===== src/hdl/qpds_pkg.sv =====
`timescale 1ns / 1ps

package qpds_pkg;

  localparam int FIFO_DEPTH = 2;
  localparam int NUM_SLOTS  = 8;

  // Output slot order for one input word
  localparam int SLOT_SP    = 0;  // ' ' or '='
  localparam int SLOT_SP_HI = 1;  // '2' of =20
  localparam int SLOT_SP_LO = 2;  // '0' of =20
  localparam int SLOT_B0    = 3;
  localparam int SLOT_B1    = 4;
  localparam int SLOT_B2    = 5;
  localparam int SLOT_CR    = 6;
  localparam int SLOT_LF    = 7;

  localparam logic [7:0] CHAR_CR    = 8'h0D;
  localparam logic [7:0] CHAR_LF    = 8'h0A;
  localparam logic [7:0] CHAR_SPACE = 8'h20;
  localparam logic [7:0] CHAR_DOT   = 8'h2E;
  localparam logic [7:0] CHAR_EQ    = 8'h3D;
  localparam logic [7:0] CHAR_TWO   = 8'h32;
  localparam logic [7:0] CHAR_ZERO  = 8'h30;
  localparam logic [7:0] PRINT_LO   = 8'd33;
  localparam logic [7:0] PRINT_HI   = 8'd126;

  localparam logic [7:0] HEX_DIGITS [16] = '{
    8'h30, 8'h31, 8'h32, 8'h33, 8'h34, 8'h35, 8'h36, 8'h37,
    8'h38, 8'h39, 8'h41, 8'h42, 8'h43, 8'h44, 8'h45, 8'h46
  };

  typedef struct packed {
    logic [NUM_SLOTS-1:0] mask;
    logic                 sp_hex;
    logic [7:0]           b0;
    logic [7:0]           b1;
    logic [7:0]           b2;
  } cmd_t;

  function automatic logic [7:0] hex_char(input logic [3:0] nib);
    hex_char = HEX_DIGITS[nib];
  endfunction

endpackage


===== src/hdl/qpds_fifo.sv =====
`timescale 1ns / 1ps

module qpds_fifo #(
  parameter int Depth = qpds_pkg::FIFO_DEPTH
) (
  input  logic           clk_i,
  input  logic           rst_ni,
  input  logic           push_i,
  input  qpds_pkg::cmd_t data_i,
  output logic           full_o,
  input  logic           pop_i,
  output logic           valid_o,
  output qpds_pkg::cmd_t data_o
);

  localparam int AW = (Depth > 1) ? $clog2(Depth) : 1;
  localparam int CW = $clog2(Depth + 1);
  localparam logic [AW-1:0] LastPtr = AW'(Depth - 1);
  localparam logic [CW-1:0] FullCnt = CW'(Depth);

  qpds_pkg::cmd_t mem_q [Depth];
  logic [AW-1:0]  wr_ptr_q, wr_ptr_d;
  logic [AW-1:0]  rd_ptr_q, rd_ptr_d;
  logic [CW-1:0]  cnt_q, cnt_d;
  logic           do_push, do_pop;

  assign full_o  = (cnt_q == FullCnt);
  assign valid_o = (cnt_q != '0);
  assign data_o  = mem_q[rd_ptr_q];

  assign do_push = push_i && !full_o;
  assign do_pop  = pop_i && valid_o;

  always_comb begin
    wr_ptr_d = wr_ptr_q;
    rd_ptr_d = rd_ptr_q;
    cnt_d    = cnt_q;
    if (do_push) begin
      wr_ptr_d = (wr_ptr_q == LastPtr) ? '0 : wr_ptr_q + 1'b1;
    end
    if (do_pop) begin
      rd_ptr_d = (rd_ptr_q == LastPtr) ? '0 : rd_ptr_q + 1'b1;
    end
    if (do_push && !do_pop) begin
      cnt_d = cnt_q + 1'b1;
    end else if (do_pop && !do_push) begin
      cnt_d = cnt_q - 1'b1;
    end
  end

  always_ff @(posedge clk_i or negedge rst_ni) begin
    if (!rst_ni) begin
      wr_ptr_q <= '0;
      rd_ptr_q <= '0;
      cnt_q    <= '0;
    end else begin
      wr_ptr_q <= wr_ptr_d;
      rd_ptr_q <= rd_ptr_d;
      cnt_q    <= cnt_d;
    end
  end

  always_ff @(posedge clk_i) begin
    if (do_push) begin
      mem_q[wr_ptr_q] <= data_i;
    end
  end

endmodule


===== src/hdl/qpds_front.sv =====
`timescale 1ns / 1ps

module qpds_front (
  input  logic           clk_i,
  input  logic           rst_ni,
  input  logic           in_valid_i,
  output logic           in_stall_o,
  input  logic [7:0]     in_byte_i,
  input  logic           in_last_i,
  output logic           push_o,
  output qpds_pkg::cmd_t cmd_o,
  input  logic           full_i
);

  logic line_start_q, line_start_d;
  logic held_space_q, held_space_d;
  logic accept;

  assign in_stall_o = full_i;
  assign accept     = in_valid_i && !full_i;
  assign push_o     = accept && (cmd_o.mask != '0);

  always_comb begin
    logic ls;
    logic is_crlf;
    logic printable;
    ls           = line_start_q;
    is_crlf      = (in_byte_i == qpds_pkg::CHAR_CR) || (in_byte_i == qpds_pkg::CHAR_LF);
    printable    = (in_byte_i >= qpds_pkg::PRINT_LO) && (in_byte_i <= qpds_pkg::PRINT_HI)
                   && (in_byte_i != qpds_pkg::CHAR_EQ);
    cmd_o        = '0;
    held_space_d = 1'b0;

    // resolve a space held from the previous word
    if (held_space_q) begin
      cmd_o.mask[qpds_pkg::SLOT_SP] = 1'b1;
      if (is_crlf) begin
        cmd_o.sp_hex                     = 1'b1;
        cmd_o.mask[qpds_pkg::SLOT_SP_HI] = 1'b1;
        cmd_o.mask[qpds_pkg::SLOT_SP_LO] = 1'b1;
      end else begin
        ls = 1'b0;
      end
    end

    if (printable && !((in_byte_i == qpds_pkg::CHAR_DOT) && ls)) begin
      cmd_o.mask[qpds_pkg::SLOT_B0] = 1'b1;
      cmd_o.b0                      = in_byte_i;
      ls                            = 1'b0;
    end else if ((in_byte_i == qpds_pkg::CHAR_DOT) && ls) begin
      cmd_o.mask[qpds_pkg::SLOT_B0] = 1'b1;
      cmd_o.mask[qpds_pkg::SLOT_B1] = 1'b1;
      cmd_o.b0                      = qpds_pkg::CHAR_DOT;
      cmd_o.b1                      = qpds_pkg::CHAR_DOT;
      ls                            = 1'b0;
    end else if ((in_byte_i == qpds_pkg::CHAR_SPACE) && !in_last_i) begin
      held_space_d = 1'b1;
    end else if (in_byte_i == qpds_pkg::CHAR_CR) begin
      // CR is dropped
    end else if (in_byte_i == qpds_pkg::CHAR_LF) begin
      cmd_o.mask[qpds_pkg::SLOT_B0] = 1'b1;
      cmd_o.mask[qpds_pkg::SLOT_B1] = 1'b1;
      cmd_o.b0                      = qpds_pkg::CHAR_CR;
      cmd_o.b1                      = qpds_pkg::CHAR_LF;
      ls                            = 1'b1;
    end else begin
      cmd_o.mask[qpds_pkg::SLOT_B0] = 1'b1;
      cmd_o.mask[qpds_pkg::SLOT_B1] = 1'b1;
      cmd_o.mask[qpds_pkg::SLOT_B2] = 1'b1;
      cmd_o.b0                      = qpds_pkg::CHAR_EQ;
      cmd_o.b1                      = qpds_pkg::hex_char(in_byte_i[7:4]);
      cmd_o.b2                      = qpds_pkg::hex_char(in_byte_i[3:0]);
    end

    if (in_last_i) begin
      if (!ls) begin
        cmd_o.mask[qpds_pkg::SLOT_CR] = 1'b1;
        cmd_o.mask[qpds_pkg::SLOT_LF] = 1'b1;
      end
      ls           = 1'b1;
      held_space_d = 1'b0;
    end

    line_start_d = ls;
  end

  always_ff @(posedge clk_i or negedge rst_ni) begin
    if (!rst_ni) begin
      line_start_q <= 1'b1;
      held_space_q <= 1'b0;
    end else if (accept) begin
      line_start_q <= line_start_d;
      held_space_q <= held_space_d;
    end
  end

endmodule


===== src/hdl/qpds_back.sv =====
`timescale 1ns / 1ps

module qpds_back (
  input  logic           clk_i,
  input  logic           rst_ni,
  input  logic           cmd_valid_i,
  input  qpds_pkg::cmd_t cmd_i,
  output logic           pop_o,
  output logic           out_valid_o,
  input  logic           out_stall_i,
  output logic [7:0]     out_byte_o,
  output logic           out_last_o
);

  qpds_pkg::cmd_t                 cur_q, cur_d;
  qpds_pkg::cmd_t                 src;
  logic                           use_cur, src_ok, adv, fire;
  logic [qpds_pkg::NUM_SLOTS-1:0] low_bit, rem;
  logic [7:0]                     sel_byte;
  logic                           out_valid_q, out_valid_d;
  logic [7:0]                     out_byte_q, out_byte_d;
  logic                           out_last_q, out_last_d;

  function automatic logic [7:0] slot_byte(input int k, input qpds_pkg::cmd_t c);
    logic [7:0] r;
    case (k)
      qpds_pkg::SLOT_SP:    r = c.sp_hex ? qpds_pkg::CHAR_EQ : qpds_pkg::CHAR_SPACE;
      qpds_pkg::SLOT_SP_HI: r = qpds_pkg::CHAR_TWO;
      qpds_pkg::SLOT_SP_LO: r = qpds_pkg::CHAR_ZERO;
      qpds_pkg::SLOT_B0:    r = c.b0;
      qpds_pkg::SLOT_B1:    r = c.b1;
      qpds_pkg::SLOT_B2:    r = c.b2;
      qpds_pkg::SLOT_CR:    r = qpds_pkg::CHAR_CR;
      qpds_pkg::SLOT_LF:    r = qpds_pkg::CHAR_LF;
      default:              r = '0;
    endcase
    return r;
  endfunction

  assign use_cur = (cur_q.mask != '0);
  assign src     = use_cur ? cur_q : cmd_i;
  assign src_ok  = use_cur || cmd_valid_i;
  assign adv     = !out_valid_q || !out_stall_i;
  assign fire    = adv && src_ok;
  assign pop_o   = fire && !use_cur;

  // lowest pending slot goes out next
  assign low_bit = src.mask & (~src.mask + 1'b1);
  assign rem     = src.mask & ~low_bit;

  always_comb begin
    sel_byte = '0;
    for (int k = 0; k < qpds_pkg::NUM_SLOTS; k++) begin
      if (low_bit[k]) begin
        sel_byte = slot_byte(k, src);
      end
    end
  end

  always_comb begin
    cur_d       = cur_q;
    out_valid_d = out_valid_q;
    out_byte_d  = out_byte_q;
    out_last_d  = out_last_q;
    if (fire) begin
      cur_d      = src;
      cur_d.mask = rem;
    end
    if (adv) begin
      out_valid_d = src_ok;
      out_byte_d  = sel_byte;
      out_last_d  = (rem == '0);
    end
  end

  always_ff @(posedge clk_i or negedge rst_ni) begin
    if (!rst_ni) begin
      cur_q       <= '0;
      out_valid_q <= 1'b0;
    end else begin
      cur_q       <= cur_d;
      out_valid_q <= out_valid_d;
    end
  end

  always_ff @(posedge clk_i) begin
    out_byte_q   <= out_byte_d;
    out_last_q   <= out_last_d;
  end

  assign out_valid_o = out_valid_q;
  assign out_byte_o  = out_byte_q;
  assign out_last_o  = out_last_q;

endmodule


===== src/hdl/quoted_printable_dot_stuff_encoder.sv =====
`timescale 1ns / 1ps
// Quoted-printable body encoder with dot stuffing for mail transfer.
// Input channel: one raw body byte per word (in_byte_i), in_last_i on the
// final byte of a body. Output channel: encoded bytes, out_last_o on the last
// byte that an input word causes. Both channels use valid/stall; a word moves
// on an edge where valid is high and stall is low.
// A word may cause 0 to 6 output bytes. A space that is not the last byte of a
// body is held until the next byte arrives, so its bytes leave with that next word.
// Path: an accepted word that causes output is written to the command queue;
// the back end then loads its bytes, lowest slot first, into the output register.
// Throughput: the back end emits one byte per cycle while commands are queued and
// the receiver does not stall; a word produces 1 byte for plain text, 3 for an
// escape, up to 6, and none for a word that produces nothing;
// the input side keeps accepting while the command queue has room.
// Reset: line-start set, no space held, queue and output register empty.
// When the receiver stalls, the output word holds, the queue fills and
// in_stall_o rises once it is full.

module quoted_printable_dot_stuff_encoder #(
  parameter int FifoDepth = qpds_pkg::FIFO_DEPTH
) (
  input  logic       clk_i,
  input  logic       rst_ni,
  input  logic       in_valid_i,
  output logic       in_stall_o,
  input  logic [7:0] in_byte_i,
  input  logic       in_last_i,
  output logic       out_valid_o,
  input  logic       out_stall_i,
  output logic [7:0] out_byte_o,
  output logic       out_last_o
);

  qpds_pkg::cmd_t push_cmd, head_cmd;
  logic           push, full, head_valid, pop;

  qpds_front u_front (
    .clk_i      (clk_i),
    .rst_ni     (rst_ni),
    .in_valid_i (in_valid_i),
    .in_stall_o (in_stall_o),
    .in_byte_i  (in_byte_i),
    .in_last_i  (in_last_i),
    .push_o     (push),
    .cmd_o      (push_cmd),
    .full_i     (full)
  );

  qpds_fifo #(
    .Depth (FifoDepth)
  ) u_fifo (
    .clk_i   (clk_i),
    .rst_ni  (rst_ni),
    .push_i  (push),
    .data_i  (push_cmd),
    .full_o  (full),
    .pop_i   (pop),
    .valid_o (head_valid),
    .data_o  (head_cmd)
  );

  qpds_back u_back (
    .clk_i       (clk_i),
    .rst_ni      (rst_ni),
    .cmd_valid_i (head_valid),
    .cmd_i       (head_cmd),
    .pop_o       (pop),
    .out_valid_o (out_valid_o),
    .out_stall_i (out_stall_i),
    .out_byte_o  (out_byte_o),
    .out_last_o  (out_last_o)
  );

endmodule


===== config.mk =====
export PLATFORM = sky130hd
export DESIGN_NAME = quoted_printable_dot_stuff_encoder
export DESIGN_NICKNAME = d
export VERILOG_FILES = /design/src/hdl/qpds_pkg.sv /design/src/hdl/qpds_fifo.sv /design/src/hdl/qpds_front.sv /design/src/hdl/qpds_back.sv /design/src/hdl/quoted_printable_dot_stuff_encoder.sv
export SDC_FILE = /design/constraint.sdc
export NUM_CORES = 1
export LEC_CHECK = 0
export CORE_ASPECT_RATIO = 1.75
export CORE_MARGIN = 3
export CORE_UTILIZATION = 25
export CTS_CLUSTER_DIAMETER = 30
export CTS_CLUSTER_SIZE = 40
export DETAILED_ROUTE_END_ITERATION = 10
export DONT_BUFFER_PORTS = 1
export PLACE_DENSITY_LB_ADDON = 0.05
export SKIP_CTS_REPAIR_TIMING = 1
export SLEW_MARGIN = 25
export SYNTH_ARGS = -nofsm -noshare
export SYNTH_HDL_FRONTEND = slang
export SYNTH_HIERARCHICAL = 1
export SYNTH_SLANG_ARGS = --single-unit

===== constraint.sdc =====
create_clock -name clk_i -period 6.2 [get_ports clk_i]
set_input_delay 0.31 -clock clk_i [delete_from_list [all_inputs] [get_ports clk_i]]
set_output_delay 0.31 -clock clk_i [all_outputs]
set_load 0.02 [all_outputs]

### After elaboration in Yosys (flattened, before gate mapping)

Memories as Yosys holds them, arrays and structs flattened.
Index checks and enable logic that the tools add are counted.

| storage, ports and cells | value |
|---|---|
| register bits after elaboration | 49 |
| RAM bits | 66 |
| ROM bits | 256 |
| bits of input ports | 13 |
| output and inout bits | 11 |
| logic and storage cells | 119 |
| memories kept | 3 |

| cells by class | value |
|---|---|
| add/subtract/negate cells | 5 |
| order comparisons | 4 |
| equal/unequal tests | 6 |
| multiplexer cells | 51 |
| bitwise operators | 6 |
| reduce and logical (&&, ||, !) cells | 30 |

Memory list:

| name | depth | bits a word | rd ports | clocked after Yosys merged registers in | wr ports | RTL line | RTL |
|---|---|---|---|---|---|---|---|
| (name not given) | 16 | 8 | 1 | 0 | 0 | qpds_pkg.sv:42 | `hex_char = HEX_DIGITS[nib];` |
| (name not given) | 16 | 8 | 1 | 0 | 0 | qpds_pkg.sv:42 |  |
| u_fifo.mem_q | 2 | 33 | 1 | 0 | 1 | qpds_fifo.sv:21 | `qpds_pkg::cmd_t mem_q [Depth];` |

Operator list:

| kind | number |
|---|---|
| $mux 8 | 13 |
| $mux 24 | 2 |
| $mux 33 | 1 |
| $mux 16 | 2 |
| $mux 1 | 20 |
| $and 8x8->8 | 2 |
| $eq 8x4->1 const B | 2 |
| $eq 8x6->1 const B | 2 |
| $not 8->8 | 2 |
| $reduce_bool 8->1 | 2 |
| $mux 14 | 1 |
| $mux 2 | 7 |
| $logic_and 1x1->1 | 13 |
| $ge 5x5->1 const B | 2 |
| $not 4->5 | 2 |
| $mux 3 | 3 |
| $add 8x1->8 const B | 1 |
| $ge 8x6->1 const B | 1 |
| $le 8x7->1 const B | 1 |
| $logic_not 1->1 | 8 |
| $logic_not 8->1 | 1 |
| $ne 8x6->1 const B | 1 |
| $mux 5 | 1 |
| $mux 4 | 1 |
| 7 further kinds | 11 |

### Depth between registers and ports, before layout

Gate-level depths: netlist (run 1).

| depth | value |
|---|---|
| depth in word-level cells | 18 |
| mapped depth | 13 |
| depth with buffers taken out | 13 |

### By module

The synthesis (run 1) kept the hierarchy.

Modules (own cells, without submodules):

| module | instances | cells each | area an instance (µm²) | seq. area each (µm²) |
|---|---|---|---|---|
| qpds_fifo | 1 | 122 | 2733.9 | 2082.0 |
| qpds_back | 1 | 206 | 2306.0 | 1071.0 |
| qpds_front | 1 | 110 | 838.3 | 51.3 |

### Least setup slack after synthesis (run 1)

No wires, ideal clock.

| timing | value |
|---|---|
| path type | in2reg |
| from | input port in_byte_i[1] |
| to | memory u_fifo/mem_q[0][0] (netlist bit) (enable) |
| setup time | 0.423 ns |
| arrival | 3.333 ns |
| slack | 2.444 ns |
| stages on the path | 9 |
| cells stage by stage | inv_1 ha_1 or3b_2 a21oi_1 nor3_1 nor2_1 a31oi_1 nand2_1 nor2_1 |

| between the ends | value |
|---|---|
| word-level cells in the longest chain between the ends | 16 |
| elaborated cells between the ends (all ways) | 37 |
| those cells by class | order compare (2); eq/ne (5); mux (20); reduce/logical (10) |

RTL lines:

| element | RTL line | RTL |
|---|---|---|
| start, declared | quoted_printable_dot_stuff_encoder.sv:26 | `input logic [7:0] in_byte_i,` |
| $eq 8x4->1 (on tied branches) | qpds_front.sv:28, qpds_front.sv:58, qpds_front.sv:60 |  |
| $logic_or 1x1->1 | qpds_front.sv:28 | `is_crlf = (in_byte_i == qpds_pkg::CHAR_CR) \|\| (in_byte_i == qpds_pkg::CHAR_LF);` |
| $mux 1 | qpds_front.sv:37 | `if (is_crlf) begin` |
| $mux 1 | qpds_front.sv:35 | `if (held_space_q) begin` |
| $mux 1 | qpds_front.sv:60 | `end else if (in_byte_i == qpds_pkg::CHAR_LF) begin` |
| $mux 1 | qpds_front.sv:58 | `end else if (in_byte_i == qpds_pkg::CHAR_CR) begin` |
| $mux 1 | qpds_front.sv:56 | `end else if ((in_byte_i == qpds_pkg::CHAR_SPACE) && !in_last_i) begin` |
| $mux 1 | qpds_front.sv:50 | `end else if ((in_byte_i == qpds_pkg::CHAR_DOT) && ls) begin` |
| $mux 1 | qpds_front.sv:46 | `if (printable && !((in_byte_i == qpds_pkg::CHAR_DOT) && ls)) begin` |
| $mux 2 | qpds_front.sv:76 | `if (!ls) begin` |
| $mux 2 | qpds_front.sv:75 | `if (in_last_i) begin` |
| $reduce_bool 8->1 (*) | qpds_front.sv:21 | `assign push_o = accept && (cmd_o.mask != '0);` |
| $logic_and 1x1->1 (*) | qpds_front.sv:21 |  |
| net push | quoted_printable_dot_stuff_encoder.sv:35 | `logic push, full, head_valid, pop;` |
| $logic_and 1x1->1 (*) | qpds_fifo.sv:31 | `assign do_push = push_i && !full_o;` |
| $mux 1 (*) | qpds_fifo.sv:64 | `if (do_push) begin` |
| $mux 1 (implied by the code) (*) | qpds_fifo.sv:65 | `mem_q[wr_ptr_q] <= data_i;` |
| end, declared | qpds_fifo.sv:21 |  |

Mark *: on every way through the listed nets, which the timed path passes. The rest lies on a longest branch.

==> results_dict.tcl, run 1 <==
set metrics [dict create \
    status "finished, final reports clean" \
    p_int_mw 2.41 \
    switchingPower_mw 1.34 \
    cts.sinks 113 \
    grt_start_max_net_pins 39 \
    seqPwrFrac_pct 34.6 \
    syn_to_final_growth_pct 14.3 \
    synth_cell_types 77 \
    seqCellArea_um2 3210 \
    p_leak_nw 2.57 \
    worstMarginPinSlew_ns 0.943 \
    hp-class "in -> reg" \
    clock.fmax_mhz 309 \
    clk_latency_ns 0.41 \
    grt_pass1_vias 3598 \
    cts_tree "done" \
    yosysWarnings 6 \
    core_area_um2 22900 \
    fillCellCount 2305 \
    drv_slew 0 \
    peakVddDrop_mv 0.177 \
    place.gp.congestion 0.808 \
    nNetsFinal 459 \
    cts_buffer_depth 2 \
    rsz0062_at_grt "false" \
    synth-seq-area-share_pct 54.5 \
    fp-row-count 73 \
    pwr-share-comb_pct 38.2 \
    ant_nets 0 \
    synth_edf_count 75 \
    slew_headroom_pct 36.9 \
    worstSetupPathType "reg -> reg" \
    ff2ff_setup_slack_ns 2.96 \
    syn_avg_cell_area_um2 13.4 \
    syn_area_um2 5880 \
    drive_gt1_share_pct 24.3 \
    routed_via_density 4.60 \
    wl_um 14200 \
    cp-start-kind "flop" \
    p_total_mw 3.74 \
    h-tree-depth 4 \
    ys_ff_latch 113 \
    cts_made_buffers 17 \
    antenna_found_initial 0 \
    async_reset_ff_share_pct 33.6 \
    diodes 0 \
    die_area_um2 25500 \
    powerDensity_nw_per_um2 557 \
    avgRoutedWirePerCell_um 18.9 \
    multi_input_area_um2 2380 \
    clkPwrFrac_pct 27.2 \
    track_usage_pct 11.6 \
    setup_viol_count_final 0 \
    cp_data_arrival_time_ns 3.38 \
    gr-total-overflow 0 \
    finalCritPeriodShare_pct 52.2 \
    die_y_um 209 \
    setup-tns-final_ns 0 \
    grt_pass1_wl_um 21900 \
    worstPathRequired_ns 6.34 \
    hpwl_um 10100 \
    drt_pass1_iterations 5 \
    root_buffer "clkbuf_16" \
    ys.flop_type "edfxtp_1" \
    endpoint_kind "flop" \
    clock_skew_ns 0.00717 \
    netlist_instances 438 \
    cap_violations 0 \
    portBuffers 0 \
    fp.dieW_um 122 \
    cts.clk_slew.worst_paths_ns 0.06 \
    sw_frac_of_total_pct 35.8 \
    vias 3448 \
    io_pins 24 \
    cp_max_fo 30 \
    post-route-min-period_ns 3.24 \
    hold_violations 0 \
    start_util_pct 25.6 \
    drc 0 \
    first_iter_violations 258 \
]
==> synthesized netlist by cell type (4+ instances only) <==
| cell type | n | share of area (%) |
|---|---|---|
| ha_1 | 10 | 2.1 |
| a31oi_1 | 6 | 0.64 |
| mux2i_1 | 12 | 2.0 |
| nand2_1 | 24 | 1.5 |
| buf_4 | 10 | 1.3 |
| clkbuf_1 | 8 | 0.51 |
| buf_6 | 5 | 0.96 |
| a211oi_1 | 9 | 1.1 |
| o21a_1 | 6 | 0.77 |
| o211ai_1 | 4 | 0.51 |
| dfrtp_1 | 37 | 16 |
| and3_1 | 5 | 0.53 |
| mux2_1 | 18 | 3.4 |
| nand3_1 | 6 | 0.51 |
| mux2_4 | 29 | 7.4 |
| inv_1 | 10 | 0.64 |
| a21oi_1 | 16 | 1.4 |
| nor2_1 | 22 | 1.4 |
| edfxtp_1 | 75 | 38 |
| nor3_1 | 4 | 0.34 |
| o22ai_1 | 6 | 0.64 |
| o31ai_1 | 4 | 0.51 |
| o21ai_0 | 13 | 1.1 |
| mux2_2 | 18 | 3.4 |
==> power groups by stage <==
stage | sequential [mW] | combinational, mW | clock [mW]
6_report | 1.29 | 1.43 | 1.02
5_1_grt | 1.33 | 1.57 | 1.09
4_1_cts | 1.30 | 1.44 | 1.06
3_5_place_dp | 1.31 | 1.44 | 0
3_3_place_gp | 1.30 | 1.44 | 0
2_1_floorplan | 1.24 | 1.17 | 0
==> kinds of logic (layout without fill, tap and decap cells) <==
group	Yosys count	in the layout	synth area share, %
compound gates	90	90	11.0
xor+xnor	5	5	0.745
fa+ha+maj	11	11	2.30
buf+inv	42	51	5.19
flops	113	113	54.5
mux	77	77	16.3
other cells	1	3	0.0638
simple gates	99	99	9.83
==> cells in the final DEF (no fill, tap or decap), types with 6 or more instances in the layout <==
| cell | instances |
|---|---|
| nor2_1 | 21 |
| nand2_1 | 24 |
| a21oi_1 | 16 |
| o21ai_0 | 13 |
| ha_1 | 10 |
| mux2_4 | 29 |
| mux2i_1 | 12 |
| dfrtp_1 | 36 |
| inv_1 | 10 |
| edfxtp_1 | 75 |
| mux2_1 | 18 |
| o21a_1 | 6 |
| mux2_2 | 18 |
| a211oi_1 | 9 |
| o22ai_1 | 6 |
| a31oi_1 | 6 |
| nand3_1 | 6 |
| clkbuf_16 | 17 |
==> worst paths after layout <==
| path | cells past startpoint | start | end |
|---|---|---|---|
| setup reg to reg | 7 | u_fifo/rd_ptr_q | u_back/out_byte_o[2] |
| min in group asynchronous | 2 | rst_ni | u_back/cur_q[7] |
| max in group asynchronous | 2 | rst_ni | u_front/line_start_q |
| hold reg to reg | 1 | u_back/cur_q[19] | u_back/cur_q[19] |
| hold / removal | 1 | in_last_i | u_front/line_start_q |
| setup / recovery | 7 | u_fifo/rd_ptr_q | u_back/out_byte_o[2] |
==> through the flow <==
stage / cells / hold WS [ns] / util [%] / area, um^2 / worst slack [ns]
floorplan: 440 / 0.0144 / - / 5890 / 2.44
global placement: 714 / 0.0159 / 26.4 / 6040 / 2.82
finish: 749 / 0.0454 / 29.3 / 6720 / 2.96
CTS: 746 / -0.434 / 29.1 / 6660 / 2.99
global route: 749 / 0.0362 / 29.3 / 6720 / 2.79
detailed placement: 714 / 0.0161 / 26.4 / 6040 / 2.75
==> area by class of cell <==
type / instances / share of cell area [%]
Sequential cell: 113 / 47.7
Multi-Input combinational cell: 285 / 35.5
Clock buffer: 18 / 6.39
Tap cell: 300 / 5.59
Clock inverter: 14 / 2.81
Timing Repair Buffer: 8 / 1.42
Inverter: 11 / 0.615
==> sequential cells by signal, summed over array words and instances (netlist names) <==
signal,count
u_back/out_byte_o,8
u_fifo/wr_ptr_q,1
u_back/out_last_o,1
u_fifo/cnt_q,2
u_fifo/mem_q,66
u_front/held_space_q,1
u_front/line_start_q,1
u_back/out_valid_o,1
u_fifo/rd_ptr_q,1
u_back/cur_q,31
==> layer usage <==
layer | vias up | global-route usage, % | share of wire (%)
li1 | 1648 | - | -
met5 | - | 0 | 0
met4 | 0 | 4.99 | 2.0
met2 | 67 | 20.4 | 54
met3 | 16 | 2.55 | 2.5
met1 | 1717 | 13.5 | 42
==> worst max-delay path, cell delays in order (launching register included) <==
cell and delay, ns:
dfrtp_2 0.44, buf_4 0.50, mux2_4 0.38, or4_1 0.45, o211ai_1 0.36, o211ai_1 0.47, o21ai_0 0.24, o22ai_1 0.12
Note: power is estimated with default switching activity, not from simulation.
==> inputs of run 2 (changes only) <==
- clock period: 6.2 -> 3.14 ns (I/O delays scaled with it)
==> results_dict.tcl, run 2 (synthesis results as in run 1) <==
set metrics [dict create \
    clk_latency_ns 0.41 \
    crit_top_cell "a21oi_1" \
    cp-start-kind "flop" \
    grt_pass1_wl_um 22600 \
    cp_slowest_cell "dfrtp_2" \
    final_cell_mix "edfxtp_1 (75), dfrtp_1 (36), mux2_4 (29)" \
    cp_max_fo 24 \
    p_leak_nw 2.62 \
    place_area_um2 6120 \
    first_iter_violations 198 \
    fp-row-count 73 \
    cts_buffer_depth 2 \
    setup-tns-final_ns 0 \
    portBuffers 0 \
    io_pins 24 \
    track_usage_pct 12.1 \
    status "finished, final reports clean" \
    rsz0062_at_grt "false" \
    seqPwrFrac_pct 34.8 \
    top_layer_used "met4" \
    antenna_found_initial 0 \
    setup_viol_count_final 0 \
    dp_slack_ns 0.417 \
    postLayoutSetupSlackWorst_ns 0.437 \
    regMostFlops "u_fifo/mem_q" \
    critPathBufInv 1 \
    sw_frac_of_total_pct 35.8 \
    h-tree-depth 4 \
    core_area_um2 22900 \
    routed_via_density 4.59 \
    drt_pass1_iterations 6 \
    met1_length_um 6130 \
    drc 0 \
    cts.sinks 113 \
    cts.clk_slew.worst_paths_ns 0.06 \
    dp_cells 721 \
    gr-total-overflow 0 \
    slew_headroom_pct 47.8 \
    worstMarginPinSlew_ns 0.773 \
    finalCritPeriodShare_pct 86.1 \
    wl_um 14600 \
    path_delay_family "compound AO/OA/AOI/OAI gates" \
    fin_hold_ws_ns 0.0354 \
    pwr-share-comb_pct 38.7 \
    worstSetupPathType "reg -> reg" \
    dr_wl_met3_um 357 \
    diodes 0 \
    cts_made_buffers 17 \
    cp_cell_sequence "buf_4, mux2_4, nor3b_1, a21oi_1, maj3_1, a21oi_1, a211oi_1" \
    nNetsFinal 469 \
    hp-class "in -> reg" \
    hpwl_um 10700 \
    routed-wl-met2_um 7680 \
    clock_skew_ns 0.00769 \
    fillCellCount 2306 \
    post-route-min-period_ns 2.70 \
    peakVddDrop_mv 0.369 \
    syn_to_final_growth_pct 15.8 \
    drv_slew 0 \
    root_buffer "clkbuf_16" \
    p_int_mw 4.78 \
    worstPathRequired_ns 3.38 \
    powerDensity_nw_per_um2 1090 \
    place.gp.congestion 0.850 \
    endpoint_kind "flop" \
    hold_violations 0 \
    p_total_mw 7.44 \
    start_util_pct 25.6 \
    die_area_um2 25500 \
    clock.fmax_mhz 370 \
    clkPwrFrac_pct 26.5 \
    cap_violations 0 \
    vias 3482 \
    largest_reg_flops 66 \
    ant_nets 0 \
    avgRoutedWirePerCell_um 19.3 \
    final_common_cell "edfxtp_1" \
    cts_tree "done" \
    slowest_delay_ns 0.55 \
    cp_data_arrival_time_ns 2.95 \
    fp.dieW_um 122 \
    drive_gt1_share_pct 24.8 \
    final_cells 759 \
    grt_pass1_vias 3681 \
    fin_area_um2 6810 \
    grt_start_max_net_pins 39 \
    switchingPower_mw 2.66 \
    finish.utilization_pct 29.7 \
    die_y_um 209 \
]
## run 2: cell count changes in the layout (fill, tap and decap cells not counted)
cell / previous run / this run
buf_12: 1 / 2
bufinv_16: 4 / 3
dlygate4sd3_1: 1 / 5
inv_6: 1 / 0
clkbuf_1: 1 / 2
clkinv_4: 3 / 1
clkbuf_8: 0 / 3
buf_4: 5 / 10
## run 2: final cells by class
cell class	instances	area, um^2	share of cell area, %
multi-input cells	285	2380	35.0
well taps	300	375	5.52
clock inverters	10	133	1.95
clock buffers	22	474	6.97
flip-flops and latches	113	3210	47.1
inverters	11	41.3	0.607
repair buffers	18	193	2.83
## run 2: final timing paths
| path | startpoint | endpoint | slack [ns] | cells past startpoint |
|---|---|---|---|---|
| max | u_fifo/rd_ptr_q | u_back/out_last_o | 0.44 | 7 |
| min | in_valid_i | u_front/held_space_q | 0.04 | 2 |
| max reg2reg | u_fifo/rd_ptr_q | u_back/out_last_o | 0.44 | 7 |
| min reg2reg | u_back/cur_q[18] | u_back/cur_q[18] | 0.48 | 1 |
| max in group asynchronous | rst_ni | u_front/line_start_q | 2.61 | 2 |
| min in group asynchronous | rst_ni | u_back/cur_q[7] | 0.24 | 2 |
## run 2: routing by layer
| layer | global-route usage [%] | vias to the layer above |
|---|---|---|
| met5 | 0 | - |
| met4 | 6.23 | 0 |
| met3 | 2.65 | 23 |
| met2 | 20.5 | 70 |
| met1 | 14.0 | 1728 |
| li1 | - | 1661 |
## run 2: power groups by stage
stage / clock, mW / combinational (mW) / sequential (mW)
final: 1.97 / 2.88 / 2.59
after global routing: 2.09 / 3.15 / 2.65
after floorplan: 0 / 2.32 / 2.44
after global placement: 0 / 2.90 / 2.62
after detailed placement: 0 / 2.90 / 2.62
after CTS: 2.03 / 2.92 / 2.60
